## config.mk

```make
export PLATFORM = sky130hd
export DESIGN_NAME = face_box_select_and_smooth_core
export DESIGN_NICKNAME = d
export VERILOG_FILES = /design/src/fbss_pkg.sv /design/src/fbss_fifo.sv /design/src/fbss_front.sv /design/src/fbss_back.sv /design/src/face_box_select_and_smooth_core.sv
export SDC_FILE = /design/constraint.sdc
export NUM_CORES = 2
export LEC_CHECK = 0
export BUFFER_PORTS_ARGS = -buffer_cell sky130_fd_sc_hd__buf_4
export CAP_MARGIN = 10
export CORE_AREA = 2 2 391 393
export CTS_CLUSTER_SIZE = 8
export DETAILED_ROUTE_END_ITERATION = 8
export DIE_AREA = 0 0 393 395
export PLACE_DENSITY = 0.81
export SLEW_MARGIN = 20
export SYNTH_ARGS = -nofsm -noshare
export SYNTH_HDL_FRONTEND = slang
export SYNTH_SLANG_ARGS = --single-unit
```

## constraint.sdc

```tcl
create_clock -name clk -period 16.25 [get_ports clk]
set_input_delay 1.625 -clock clk [delete_from_list [all_inputs] [get_ports clk]]
set_output_delay 1.625 -clock clk [all_outputs]
set_load 0.005 [all_outputs]
```

## src/fbss_pkg.sv

```systemverilog
`default_nettype none

package fbss_pkg;

  // Field widths
  localparam int unsigned EDGE_W  = 10;
  localparam int unsigned SIZE_W  = 11;
  localparam int unsigned AREA_W  = 21;
  localparam int unsigned HELD_W  = 13;
  localparam int unsigned SMTH_W  = 17;
  localparam int unsigned OUT_W   = 16;
  localparam int unsigned SCORE_W = 24;
  localparam int unsigned NUM_VAL = 4;

  // Size and factor limits
  localparam logic [SIZE_W-1:0] BOX_MAX    = 11'd1024;
  localparam logic [8:0]        FACTOR_MAX = 9'd256;

  // Register map
  typedef enum logic [1:0] {
    REG_FILTER_FACTOR = 2'd0,
    REG_DEAD_ZONE     = 2'd1,
    REG_FRAME_WIDTH   = 2'd2,
    REG_FRAME_HEIGHT  = 2'd3
  } reg_idx_t;

  localparam logic [8:0]  RST_FILTER_FACTOR = 9'd51;
  localparam logic [9:0]  RST_DEAD_ZONE     = 10'd10;
  localparam logic [11:0] RST_FRAME_WIDTH   = 12'd640;
  localparam logic [11:0] RST_FRAME_HEIGHT  = 12'd480;

  // Lane order of the tracked values
  localparam int unsigned LANE_CX = 0;
  localparam int unsigned LANE_CY = 1;
  localparam int unsigned LANE_W  = 2;
  localparam int unsigned LANE_H  = 3;

  typedef struct packed {
    logic [8:0]  filter_factor;
    logic [9:0]  dead_zone;
    logic [11:0] frame_width;
    logic [11:0] frame_height;
  } cfg_t;

  // One finished frame, handed from selection to tracking
  typedef struct packed {
    logic              found;
    logic [EDGE_W-1:0] left;
    logic [EDGE_W-1:0] top;
    logic [SIZE_W-1:0] width;
    logic [SIZE_W-1:0] height;
  } rec_t;

  typedef struct packed {
    logic               found;
    logic [OUT_W-1:0]   centre_x;
    logic [OUT_W-1:0]   centre_y;
    logic [OUT_W-1:0]   face_width;
    logic [OUT_W-1:0]   face_height;
    logic [SCORE_W-1:0] score;
  } res_t;

endpackage

`default_nettype wire

```

## src/fbss_fifo.sv

```systemverilog
`default_nettype none

module fbss_fifo #(
  parameter int unsigned WIDTH = 8,
  parameter int unsigned DEPTH = 4
) (
  input  wire logic                           clk,
  input  wire logic                           rst_n,
  input  wire logic                           push,
  input  wire logic [WIDTH-1:0]               wdata,
  input  wire logic                           pop,
  output logic      [WIDTH-1:0]               rdata,
  output logic                                full,
  output logic                                empty,
  output logic      [$clog2(DEPTH+1)-1:0]     count
);

  localparam int unsigned AW = (DEPTH > 1) ? $clog2(DEPTH) : 1;
  localparam int unsigned CW = $clog2(DEPTH+1);

  logic [WIDTH-1:0] mem_r [DEPTH];
  logic [AW-1:0]    wptr_r, wptr_nxt;
  logic [AW-1:0]    rptr_r, rptr_nxt;
  logic [CW-1:0]    cnt_r, cnt_nxt;
  logic             do_push, do_pop;

  assign full    = (cnt_r == CW'(DEPTH));
  assign empty   = (cnt_r == '0);
  assign count   = cnt_r;
  assign rdata   = mem_r[rptr_r];
  assign do_push = push && !full;
  assign do_pop  = pop && !empty;

  // Advance pointers with wrap at the depth
  always_comb begin
    wptr_nxt = wptr_r;
    rptr_nxt = rptr_r;
    cnt_nxt  = cnt_r;
    if (do_push) begin
      wptr_nxt = (wptr_r == AW'(DEPTH-1)) ? '0 : wptr_r + 1'b1;
    end
    if (do_pop) begin
      rptr_nxt = (rptr_r == AW'(DEPTH-1)) ? '0 : rptr_r + 1'b1;
    end
    if (do_push && !do_pop) begin
      cnt_nxt = cnt_r + 1'b1;
    end else if (do_pop && !do_push) begin
      cnt_nxt = cnt_r - 1'b1;
    end
  end

  always_ff @(posedge clk) begin
    if (!rst_n) begin
      wptr_r <= '0;
      rptr_r <= '0;
      cnt_r  <= '0;
    end else begin
      wptr_r <= wptr_nxt;
      rptr_r <= rptr_nxt;
      cnt_r  <= cnt_nxt;
    end
  end

  // Store the entry
  always_ff @(posedge clk) begin
    if (do_push) begin
      mem_r[wptr_r] <= wdata;
    end
  end

  a_no_overfill: assert property (@(posedge clk) disable iff (!rst_n)
    cnt_r <= CW'(DEPTH))
    else $error("fifo count beyond depth");

  a_no_push_full: assert property (@(posedge clk) disable iff (!rst_n)
    !(push && full))
    else $error("push into full fifo");

  a_drain_last: assert property (@(posedge clk) disable iff (!rst_n)
    (do_pop && !do_push && cnt_r == CW'(1)) |=> empty)
    else $error("fifo not empty after last entry left");

endmodule

`default_nettype wire

```

## src/fbss_front.sv

```systemverilog
`default_nettype none

module fbss_front (
  input  wire logic                       clk,
  input  wire logic                       rst_n,
  input  wire logic                       accept,
  input  wire logic                       box_valid,
  input  wire logic [9:0]                 box_left,
  input  wire logic [9:0]                 box_top,
  input  wire logic [10:0]                box_width,
  input  wire logic [10:0]                box_height,
  input  wire logic                       frame_end,
  output logic                            rec_push,
  output fbss_pkg::rec_t                  rec
);

  import fbss_pkg::*;

  logic [EDGE_W-1:0] best_left_r, best_top_r;
  logic [SIZE_W-1:0] best_w_r, best_h_r;
  logic [AREA_W-1:0] best_area_r;
  logic              have_best_r;

  logic [SIZE_W-1:0] w_sat, h_sat;
  logic [AREA_W-1:0] area;
  logic              take;

  // Clip sizes and compare areas, first one wins a tie
  always_comb begin
    w_sat = (box_width  > BOX_MAX) ? BOX_MAX : box_width;
    h_sat = (box_height > BOX_MAX) ? BOX_MAX : box_height;
    area  = AREA_W'(w_sat * h_sat);
    take  = accept && box_valid && (!have_best_r || (area > best_area_r));
  end

  // Build the frame record from the winner including this item
  always_comb begin
    rec_push   = accept && frame_end;
    rec.found  = have_best_r || take;
    rec.left   = take ? box_left : best_left_r;
    rec.top    = take ? box_top  : best_top_r;
    rec.width  = take ? w_sat    : best_w_r;
    rec.height = take ? h_sat    : best_h_r;
  end

  always_ff @(posedge clk) begin
    if (!rst_n) begin
      have_best_r <= 1'b0;
    end else if (accept && frame_end) begin
      have_best_r <= 1'b0;
    end else if (take) begin
      have_best_r <= 1'b1;
    end
  end

  // Hold the current winner
  always_ff @(posedge clk) begin
    if (take) begin
      best_left_r <= box_left;
      best_top_r  <= box_top;
      best_w_r    <= w_sat;
      best_h_r    <= h_sat;
      best_area_r <= area;
    end
  end

  a_clear_on_end: assert property (@(posedge clk) disable iff (!rst_n)
    (accept && frame_end) |=> !have_best_r)
    else $error("selection not cleared after frame end");

  a_take_sets: assert property (@(posedge clk) disable iff (!rst_n)
    (take && !frame_end) |=> have_best_r)
    else $error("winner not marked");

  a_found_on_take: assert property (@(posedge clk) disable iff (!rst_n)
    take |-> rec.found)
    else $error("record lost its rectangle");

endmodule

`default_nettype wire

```

## src/fbss_back.sv

```systemverilog
`default_nettype none

module fbss_back #(
  parameter int unsigned MAX_FRAME_DIM = 2048,
  parameter int unsigned OUT_DEPTH     = 8
) (
  input  wire logic                              clk,
  input  wire logic                              rst_n,
  input  wire fbss_pkg::cfg_t                    cfg,
  input  wire logic                              rec_avail,
  input  wire fbss_pkg::rec_t                    rec,
  output logic                                   rec_pop,
  input  wire logic [$clog2(OUT_DEPTH+1)-1:0]    out_count,
  output logic                                   res_push,
  output fbss_pkg::res_t                         res
);

  import fbss_pkg::*;

  localparam int unsigned CW = $clog2(OUT_DEPTH+1);
  localparam logic [12:0] DIM_MAX = 13'(MAX_FRAME_DIM);
  localparam logic signed [19:0] SMTH_LO = -20'sd65536;
  localparam logic signed [19:0] SMTH_HI = 20'sd65535;

  // Stage A: derived values of one frame
  logic                     a_valid_r, a_found_r;
  logic signed [HELD_W-1:0] a_val_r [NUM_VAL];
  // Tracking state
  logic signed [HELD_W-1:0] held_r   [NUM_VAL];
  logic signed [SMTH_W-1:0] smooth_r [NUM_VAL];
  // Stage C: result pending on the state just updated
  logic                     c_valid_r, c_found_r;

  logic [CW:0]              pending;
  logic [12:0]              fw_sat, fh_sat;
  logic [10:0]              sum_x, sum_y;
  logic signed [HELD_W-1:0] val_nxt [NUM_VAL];
  logic [8:0]               fac;

  logic signed [13:0]       dz_diff [NUM_VAL];
  logic [13:0]              dz_mag  [NUM_VAL];
  logic signed [HELD_W-1:0] held_nxt [NUM_VAL];
  logic signed [17:0]       flt_diff [NUM_VAL];
  logic signed [27:0]       flt_prod [NUM_VAL];
  logic signed [19:0]       flt_sum  [NUM_VAL];
  logic signed [SMTH_W-1:0] smooth_nxt [NUM_VAL];

  logic [OUT_W-1:0]         sat_cx, sat_cy, sat_w, sat_h;
  logic [31:0]              area_q;

  // Take a frame only when the result queue has room for all in flight
  always_comb begin
    pending = (CW+1)'(out_count) + (CW+1)'(a_valid_r) + (CW+1)'(c_valid_r);
    rec_pop = rec_avail && (pending < (CW+1)'(OUT_DEPTH));
  end

  // Centre offset and full-scale size of the winner
  always_comb begin
    fw_sat = ({1'b0, cfg.frame_width}  > DIM_MAX) ? DIM_MAX : {1'b0, cfg.frame_width};
    fh_sat = ({1'b0, cfg.frame_height} > DIM_MAX) ? DIM_MAX : {1'b0, cfg.frame_height};
    sum_x  = {1'b0, rec.left} + {1'b0, rec.width[10:1]};
    sum_y  = {1'b0, rec.top}  + {1'b0, rec.height[10:1]};
    val_nxt[LANE_CX] = $signed({1'b0, sum_x, 1'b0}) - $signed({1'b0, fw_sat[12:1]});
    val_nxt[LANE_CY] = $signed({1'b0, sum_y, 1'b0}) - $signed({1'b0, fh_sat[12:1]});
    val_nxt[LANE_W]  = $signed({1'b0, rec.width, 1'b0});
    val_nxt[LANE_H]  = $signed({1'b0, rec.height, 1'b0});
  end

  always_ff @(posedge clk) begin
    if (!rst_n) begin
      a_valid_r <= 1'b0;
      c_valid_r <= 1'b0;
    end else begin
      a_valid_r <= rec_pop;
      c_valid_r <= a_valid_r;
    end
  end

  always_ff @(posedge clk) begin
    if (rec_pop) begin
      a_found_r <= rec.found;
      for (int k = 0; k < NUM_VAL; k++) begin
        a_val_r[k] <= val_nxt[k];
      end
    end
    c_found_r <= a_found_r;
  end

  // Deadzone then filter: s + floor((f*(16*held - s) + 128) / 256)
  always_comb begin
    fac = (cfg.filter_factor > FACTOR_MAX) ? FACTOR_MAX : cfg.filter_factor;
    for (int k = 0; k < NUM_VAL; k++) begin
      dz_diff[k]  = $signed({a_val_r[k][HELD_W-1], a_val_r[k]})
                  - $signed({held_r[k][HELD_W-1], held_r[k]});
      dz_mag[k]   = dz_diff[k][13] ? 14'(-dz_diff[k]) : 14'(dz_diff[k]);
      held_nxt[k] = (dz_mag[k] > {4'b0, cfg.dead_zone}) ? a_val_r[k] : held_r[k];
      flt_diff[k] = $signed({held_nxt[k][HELD_W-1], held_nxt[k], 4'b0})
                  - $signed({smooth_r[k][SMTH_W-1], smooth_r[k]});
      flt_prod[k] = $signed({1'b0, fac}) * flt_diff[k] + 28'sd128;
      flt_sum[k]  = $signed({{3{smooth_r[k][SMTH_W-1]}}, smooth_r[k]})
                  + $signed(flt_prod[k][27:8]);
      if (flt_sum[k] < SMTH_LO) begin
        smooth_nxt[k] = SMTH_LO[SMTH_W-1:0];
      end else if (flt_sum[k] > SMTH_HI) begin
        smooth_nxt[k] = SMTH_HI[SMTH_W-1:0];
      end else begin
        smooth_nxt[k] = flt_sum[k][SMTH_W-1:0];
      end
    end
  end

  // Update state only for frames with a rectangle
  always_ff @(posedge clk) begin
    if (!rst_n) begin
      for (int k = 0; k < NUM_VAL; k++) begin
        held_r[k]   <= '0;
        smooth_r[k] <= '0;
      end
    end else if (a_valid_r && a_found_r) begin
      for (int k = 0; k < NUM_VAL; k++) begin
        held_r[k]   <= held_nxt[k];
        smooth_r[k] <= smooth_nxt[k];
      end
    end
  end

  // Saturate to output ranges and form the score
  always_comb begin
    sat_cx = (smooth_r[LANE_CX][16] != smooth_r[LANE_CX][15])
           ? {smooth_r[LANE_CX][16], {(OUT_W-1){~smooth_r[LANE_CX][16]}}}
           : smooth_r[LANE_CX][15:0];
    sat_cy = (smooth_r[LANE_CY][16] != smooth_r[LANE_CY][15])
           ? {smooth_r[LANE_CY][16], {(OUT_W-1){~smooth_r[LANE_CY][16]}}}
           : smooth_r[LANE_CY][15:0];
    sat_w  = smooth_r[LANE_W][16] ? '0 : smooth_r[LANE_W][15:0];
    sat_h  = smooth_r[LANE_H][16] ? '0 : smooth_r[LANE_H][15:0];
    area_q = sat_w * sat_h;
    res_push        = c_valid_r;
    res.found       = c_found_r;
    res.centre_x    = sat_cx;
    res.centre_y    = sat_cy;
    res.face_width  = sat_w;
    res.face_height = sat_h;
    res.score       = area_q[31:8];
  end

  a_room_on_push: assert property (@(posedge clk) disable iff (!rst_n)
    c_valid_r |-> (out_count < CW'(OUT_DEPTH)))
    else $error("result pushed without room");

  a_hold_empty: assert property (@(posedge clk) disable iff (!rst_n)
    !(a_valid_r && a_found_r) |=> ($stable(smooth_r[LANE_W]) && $stable(held_r[LANE_W])))
    else $error("state changed without a rectangle");

  a_stage_flow: assert property (@(posedge clk) disable iff (!rst_n)
    a_valid_r |=> c_valid_r)
    else $error("frame lost between stages");

endmodule

`default_nettype wire

```

## src/face_box_select_and_smooth_core.sv

```systemverilog
`default_nettype none

// Channel  | Handshake            | Payload
// input    | push / full          | in_box_valid .. in_frame_end, one rectangle each
// result   | pop / empty          | out_found .. out_score, one per frame-end item
// config   | psel/penable/pwrite  | paddr, pwdata, prdata, pready tied high
//
// One input transaction per cycle while full is low, frame-end or not; the selection compare is combinational.
// A frame's result passes the frame queue, stage A, stage C and the result queue to the result ports.
// rst_n is synchronous; it restores register defaults and clears the tracking state.
// full rises when the four-entry frame queue is full; the tracker draws from it
// only while the result queue has a free entry for every frame in flight.

module face_box_select_and_smooth_core #(
  parameter int unsigned MAX_FRAME_DIM = 2048,
  parameter int unsigned MID_DEPTH     = 4,
  parameter int unsigned OUT_DEPTH     = 8
) (
  input  wire logic         clk,
  input  wire logic         rst_n,
  // input channel
  input  wire logic         push,
  output logic              full,
  input  wire logic         in_box_valid,
  input  wire logic [9:0]   in_box_left,
  input  wire logic [9:0]   in_box_top,
  input  wire logic [10:0]  in_box_width,
  input  wire logic [10:0]  in_box_height,
  input  wire logic         in_frame_end,
  // result channel
  output logic              empty,
  input  wire logic         pop,
  output logic              out_found,
  output logic signed [15:0] out_centre_x,
  output logic signed [15:0] out_centre_y,
  output logic [15:0]       out_face_width,
  output logic [15:0]       out_face_height,
  output logic [23:0]       out_score,
  // configuration
  input  wire logic         psel,
  input  wire logic         penable,
  input  wire logic         pwrite,
  input  wire logic [3:0]   paddr,
  input  wire logic [31:0]  pwdata,
  output logic [31:0]       prdata,
  output logic              pready
);

  import fbss_pkg::*;

  localparam int unsigned MCW = $clog2(MID_DEPTH+1);
  localparam int unsigned OCW = $clog2(OUT_DEPTH+1);

  logic [8:0]  filter_factor_r;
  logic [9:0]  dead_zone_r;
  logic [11:0] frame_width_r;
  logic [11:0] frame_height_r;
  cfg_t        cfg;
  reg_idx_t    reg_idx;
  logic        cfg_wr;

  logic        in_accept;
  logic        rec_push, rec_pop, mid_empty;
  rec_t        rec_in, rec_out;
  logic [MCW-1:0] mid_count;
  logic        res_push;
  res_t        res_in, res_out;
  logic        out_full;
  logic [OCW-1:0] out_count;

  // Register port
  assign pready  = 1'b1;
  assign reg_idx = reg_idx_t'(paddr[3:2]);
  assign cfg_wr  = psel && penable && pwrite && pready;

  always_ff @(posedge clk) begin
    if (!rst_n) begin
      filter_factor_r <= RST_FILTER_FACTOR;
      dead_zone_r     <= RST_DEAD_ZONE;
      frame_width_r   <= RST_FRAME_WIDTH;
      frame_height_r  <= RST_FRAME_HEIGHT;
    end else if (cfg_wr) begin
      case (reg_idx)
        REG_FILTER_FACTOR: filter_factor_r <= pwdata[8:0];
        REG_DEAD_ZONE:     dead_zone_r     <= pwdata[9:0];
        REG_FRAME_WIDTH:   frame_width_r   <= pwdata[11:0];
        REG_FRAME_HEIGHT:  frame_height_r  <= pwdata[11:0];
        default: ;
      endcase
    end
  end

  always_comb begin
    case (reg_idx)
      REG_FILTER_FACTOR: prdata = {23'b0, filter_factor_r};
      REG_DEAD_ZONE:     prdata = {22'b0, dead_zone_r};
      REG_FRAME_WIDTH:   prdata = {20'b0, frame_width_r};
      REG_FRAME_HEIGHT:  prdata = {20'b0, frame_height_r};
      default:           prdata = '0;
    endcase
  end

  always_comb begin
    cfg.filter_factor = filter_factor_r;
    cfg.dead_zone     = dead_zone_r;
    cfg.frame_width   = frame_width_r;
    cfg.frame_height  = frame_height_r;
  end

  // Front: select the largest rectangle
  assign in_accept = push && !full;

  fbss_front u_front (
    .clk        (clk),
    .rst_n      (rst_n),
    .accept     (in_accept),
    .box_valid  (in_box_valid),
    .box_left   (in_box_left),
    .box_top    (in_box_top),
    .box_width  (in_box_width),
    .box_height (in_box_height),
    .frame_end  (in_frame_end),
    .rec_push   (rec_push),
    .rec        (rec_in)
  );

  // Frame queue between selection and tracking
  fbss_fifo #(
    .WIDTH ($bits(rec_t)),
    .DEPTH (MID_DEPTH)
  ) u_mid_fifo (
    .clk   (clk),
    .rst_n (rst_n),
    .push  (rec_push),
    .wdata (rec_in),
    .pop   (rec_pop),
    .rdata (rec_out),
    .full  (full),
    .empty (mid_empty),
    .count (mid_count)
  );

  // Back: deadzone, filter and score
  fbss_back #(
    .MAX_FRAME_DIM (MAX_FRAME_DIM),
    .OUT_DEPTH     (OUT_DEPTH)
  ) u_back (
    .clk       (clk),
    .rst_n     (rst_n),
    .cfg       (cfg),
    .rec_avail (!mid_empty),
    .rec       (rec_out),
    .rec_pop   (rec_pop),
    .out_count (out_count),
    .res_push  (res_push),
    .res       (res_in)
  );

  // Result queue
  fbss_fifo #(
    .WIDTH ($bits(res_t)),
    .DEPTH (OUT_DEPTH)
  ) u_out_fifo (
    .clk   (clk),
    .rst_n (rst_n),
    .push  (res_push),
    .wdata (res_in),
    .pop   (pop),
    .rdata (res_out),
    .full  (out_full),
    .empty (empty),
    .count (out_count)
  );

  assign out_found       = res_out.found;
  assign out_centre_x    = $signed(res_out.centre_x);
  assign out_centre_y    = $signed(res_out.centre_y);
  assign out_face_width  = res_out.face_width;
  assign out_face_height = res_out.face_height;
  assign out_score       = res_out.score;

  a_mid_bound: assert property (@(posedge clk) disable iff (!rst_n)
    mid_count <= MCW'(MID_DEPTH))
    else $error("frame queue over depth");

  a_out_room: assert property (@(posedge clk) disable iff (!rst_n)
    !(res_push && out_full))
    else $error("result dropped on full queue");

  a_full_blocks: assert property (@(posedge clk) disable iff (!rst_n)
    full |-> !in_accept)
    else $error("input taken while full");

endmodule

`default_nettype wire
```

After elaboration in Yosys (flattened, before gate mapping). Memories as Yosys holds them, arrays and structs flattened. A register that Yosys moved wholly into a read port is not among the register bits. Index checks and enable logic that the tools add are counted.

Add/subtract/negate cells: 34. Multiply operators: 6. Order comparisons: 19. Eq/ne operators: 11. Muxes and demuxes: 60. Bitwise logic cells: 11. Reduce and logical (&&, ||, !) cells: 37.

Operators by type and width (number): 2-to-1 mux 17 bit (12); case mux 32 bit (4 select lines) (1); adder 28 x 9 -> 28 bit, second input constant (4); multiplier 10 x 18 -> 28 bit (4); 2-to-1 mux 13 bit (8); adder 17 x 20 -> 20 bit (4); > comparator 20 x 17 -> 1 bit, second input constant (4); less-than comparator 20 x 17 -> 1 bit, second input constant (4); subtractor 17 x 17 -> 18 bit (4); 2-to-1 mux 16 bit (4); > comparator 14 x 10 -> 1 bit (4); 2-to-1 mux 14 bit (4); negator 14 bit (4); subtractor 13 x 13 -> 14 bit (4); 2-to-1 mux 11 bit (4); multiplier 16 x 16 -> 32 bit (1); subtractor 12 x 12 -> 13 bit (2); > comparator 12 bit, second input constant (2); 2-to-1 mux 12 bit (2); adder 10 x 10 -> 11 bit (2); > comparator 11 bit, second input constant (2); > comparator 21 bit (1); multiplier 11 x 11 -> 21 bit (1); 2-to-1 mux 10 bit (2); 30 further kinds (94).

Register bits: 128. Bits in writable memories: 1056. Input bits: 87. Output and inout port bits: 124. Memories kept: 5.

Memory list: u_out_fifo.mem_r (words 8, width 89, rd ports 1, clocked after memory_dff 1, wr ports 1, RTL line fbss_fifo.sv:21) `logic [WIDTH-1:0] mem_r [DEPTH];`; u_mid_fifo.mem_r (words 4, width 43, rd ports 1, clocked after memory_dff 1, wr ports 1, RTL line fbss_fifo.sv:21); u_back.smooth_r (words 4, width 17, rd ports 4, clocked after memory_dff 0, wr ports 4, RTL line fbss_back.sv:30) `logic signed [SMTH_W-1:0] smooth_r [NUM_VAL];`; u_back.a_val_r (words 4, width 13, rd ports 4, clocked after memory_dff 0, wr ports 4, RTL line fbss_back.sv:27) `logic signed [HELD_W-1:0] a_val_r [NUM_VAL];`; u_back.held_r (words 4, width 13, rd ports 4, clocked after memory_dff 0, wr ports 4, RTL line fbss_back.sv:29) `logic signed [HELD_W-1:0] held_r [NUM_VAL];`.

Logic depth before layout (Yosys ltp). An unclocked memory read counts as a cell.

Depth after elaboration: 14. Gate-level depth with buffers: 63.

Cells and area by module. From an unflattened synthesis, not the netlist that was laid out.

Cells, all modules: 8121. Area, all modules: 93013.0 um^2.

Modules (own cells, without submodules): fbss_back (times used 1, cells an instance 5816, area an instance 50054.3 um^2, seq. area each 5134.9 um^2); fbss_fifo at u_out_fifo (times used 1, cells an instance 1105, area an instance 27460.1 um^2, seq. area each 21640.8 um^2); fbss_fifo at u_mid_fifo (times used 1, cells an instance 276, area an instance 6740.2 um^2, seq. area each 5345.1 um^2); fbss_front (times used 1, cells an instance 706, area an instance 6627.6 um^2, seq. area each 1491.4 um^2); face_box_select_and_smooth_core (times used 1, cells an instance 218, area an instance 2130.8 um^2, seq. area each 860.8 um^2).

Least setup slack after synthesis. Ideal clock, no wire load.

Kind: reg2reg. From: memory u_back.held_r[1][0]. To: memory u_back.smooth_r[1][10], in the netlist u_back.smooth_r[0][27] (data pin). Library setup time: 0.254 ns. Arrival: 12.855 ns. Setup slack: 3.141 ns. Cell stages (with the launch flop): 59. Path buffers: 2. Clock period less this slack: 13.109 ns. Cell sequence: edfxtp_1 -> ha_1 -> fa_1 -> nor2b_1 -> o21ai_0 -> nor2b_1 -> xnor2_1 -> or3_1 -> or3_1 -> nand2_1 -> xnor2_1 -> ha_1 -> a21o_1 -> a21o_1 -> a21oi_1 -> o21ai_0 -> o31a_1 -> a41oi_1 -> [... 23 more ...] -> ha_1 -> a21o_1 -> a21o_1 -> a21o_1 -> o2bb2ai_1 -> or3_1 -> a21oi_1 -> xnor2_1 -> ha_1 -> or3_1 -> o32a_1 -> o31ai_1 -> or4b_2 -> a21oi_1 -> o211ai_1 -> o311a_1 -> buf_4 -> o21a_1.

RTL lines (RTL line): start: declaration (fbss_back.sv:29); end: declaration (fbss_back.sv:30).

==> metrics.txt <==
DIE WIDTH=393 um; routed wire length per instance=21.9 um; final design instance area without fill=101,000 um^2; top cells by area, synth=edfxtp_1 (35%), fa_1 (18%), ha_1 (10%), mux4_2 (5.6%), inv_1 (5.0%); hold-fix buffer count after cts=0; initial standard-cell utilization of the core=61.5%; Warnings, synthesis=0; clock sink count=1,185; post-detailed-route via-to-cell ratio=6.04; grt total ovfl=0; result of the run=finished with violations; number of optimization iterations in the first detailed-route pass=8; antenna violation net count after detailed routing=0; pin count of the biggest net entering global routing=98; Placement Cell Area=96,400 um^2; transition time at the pin with the least slew margin=1.23 ns; CTS tree=built; fraction of registers with async set or reset after synthesis=0%; path class of the lowest-slack min-delay path=flip-flop to flip-flop; number of global-route vias before repair=66,130; Post-Route Skew=between 0.06 and 0.07 ns; Mean Syn Cell Area=11.4 um^2; highest net fanout along the worst path=16; RSZ-0062 raised after global routing=no; detailed placement HPWL=~160,000 um; number of core rows=143; I/O Buffers=167; most used standard cells in the synthesized netlist=inv_1 (1,235), edfxtp_1 (1,074), nand2_1 (864); Most used DFF post-synth=edfxtp_1; startpoint type of the worst setup path=flip-flop; sum of negative setup slack=0 ns; Filler cells=between 10,000 and 15,000; Final Hold Viols=0; number of diodes=0; final period utilization=93.7%; share of the yosys chip area belonging to registers=37.1%; global-route wire length before repair=361,000 um; Bufs on Longest Clock Path=3; share of the synthesized area in the top cell type=34.7%; total standard cell area after synthesis=just over 90,000 um^2; Area growth syn-to-layout=8.92%; count of distinct cell types in the synthesized netlist=97; Post-Synthesis Cells=just over 8,000; total detailed-routing wirelength=229,000 um; number of vias in the routed layout=about 63,000; latest clock arrival within the worst-skew pair=0.83 ns; GP Congestion=0.937; sort of element at the end of the critical path=flip-flop; number of setup violations in the final report=0; most common cell in the synthesized netlist=inv_1; total I/O pin count=211; Cell Count Post-Placement=around 10,000; global-route usage over all layers=30.1%; failing checks=DRC; CP Data Required Time=16.91 ns; buffer cell driving the clock tree root=clkbuf_16; Max-slew headroom=17.6%; H-tree Lvls=4; number of DRC markers in iteration 0=5,386; count of pins over their slew limit=0; net total in the final layout=10,038; most used cell along the critical path=o21ai_0; maximum achievable frequency=around 66 MHz; critical path type=flip-flop to flip-flop; worst-path cell with the longest stage delay=xor2_1; cts bufs inserted=~170; floorplan core area=151,000 um^2; post-layout min period=between 15 and 20 ns; Clock Pin Slew Worst Setup and Hold Paths=~0.050 ns; number of enable-type register cells in the synthesized netlist=roughly 1,100; die boundary height=395 um; area of the die=155,000 um^2; Remaining DRCs=1; flop and latch count out of synthesis=1,185; final core area utilization=66.9%; largest area contributor in the synthesized netlist=edfxtp_1; Data arrival, critical path=15.88 ns; worst stage delay on the critical path=0.62 ns; fraction of final layout cells sized beyond drive strength 1=about a tenth; MaxCap Viol Count=0; filler-free cell count of the finished design=between 10,000 and 15,000; antenna violations before repair=1
worst paths after layout:
check	from	endpoint	slack, ns	depth (start not counted)
hold / removal	frame_height_r[0]$_SDFFE_PN0P_	frame_height_r[0]$_SDFFE_PN0P_	0.46	2
setup / recovery	u_back.held_r[1][1]$_SDFFCE_PN0P_	u_back.smooth_r[0][19]$_SDFFCE_PP0P_	1.03	56
hold reg to reg	frame_height_r[0]$_SDFFE_PN0P_	frame_height_r[0]$_SDFFE_PN0P_	0.46	2
setup reg to reg	u_back.held_r[1][1]$_SDFFCE_PN0P_	u_back.smooth_r[0][19]$_SDFFCE_PP0P_	1.03	56
layout make-up:
| cell class | instances | area [um^2] | share of cell area [%] |
|---|---|---|---|
| multi-input combinational | 5510 | 52900 | 52.3 |
| sequential | 1185 | 34500 | 34.1 |
| inverter | 1243 | 4670 | 4.61 |
| clock buffer | 221 | 4440 | 4.39 |
| tap | 2030 | 2540 | 2.51 |
| timing repair buffer | 236 | 1780 | 1.76 |
| clock inverter | 18 | 375 | 0.371 |
sequential cells by signal, indices dropped and copies added (netlist names), 10 cells and up, named ones only:
signal,cells
u_back.held_r,52
u_out_fifo.mem_r,712
u_back.smooth_r,68
u_front.best_w_r,11
u_front.best_h_r,11
u_front.best_top_r,10
u_back.a_val_r,48
u_mid_fifo.mem_r,172
frame_height_r,12
u_front.best_left_r,10
frame_width_r,12
dead_zone_r,10
u_front.best_area_r,21
what timing repair did:
action | 4_1_cts | 5_1_grt
endpoints found under the hold margin | 0 | 0
buffers inserted | 0 | 0
endpoints found under the setup margin | 0 | 33
gates resized for setup | 0 | 7
cell families after synthesis:
| logic type | synth area share (%) |
|---|---|
| simple gates | 10.3 |
| fa+ha+maj | 28.3 |
| buf+inv | 6.22 |
| flops | 37.1 |
| compound gates | 6.79 |
| mux | 7.75 |
| xor+xnor | 3.51 |
| other cells | 0.00808 |
layout by cell type, fill, tap and decap left out, drive strengths merged, types with 12 or more instances in the layout:
cell,count
o21a,151
nor2b,86
a21boi,20
nand2,865
a21oi,296
o211ai,12
nor2,581
or2,12
or3,24
xnor2,264
conb,21
fa,828
nand4,24
o31ai,17
nor3b,14
inv,1239
ha,779
a211oi,30
mux2,156
dfxtp,111
xor2,108
clkinv,22
mux2i,24
clkbuf,221
o21ai,170
buf,236
mux4,230
edfxtp,1074
a21o,94
o21bai,33
nand3,88
nand2b,63
nor4,17
a31oi,26
and3,40
nor3,116
and2,175
routing by layer:
layer  GRT usage [%]  routed length (um)
met1            38.9               88000
met2            49.6              111000
met3            5.67               19400
met4            13.1               10600
met5               0                  13
critical path, delay by kind of cell (launching register included):
family | cells | cell delay, ns
buffers and inverters | 4 | 0.23
AND/OR/NAND/NOR | 12 | 2.29
XOR/XNOR | 4 | 1.39
AO/OA/AOI/OAI | 26 | 6.64
adder cells (fa/ha/maj) | 10 | 4.07
flip-flops | 1 | 0.44
per-stage QoR:
step | setup slack (ns) | hold slack, ns
after detailed placement | 0.831 | 0.449
after floorplan | 3.14 | 0.371
final | 1.03 | 0.458
after global placement | 1.22 | 0.441
after CTS | 0.589 | 0.456
after global routing | 0.0177 | 0.483
Power is not shown: default switching activity piles up to over one toggle a cycle in this logic, so the estimate is an artifact.
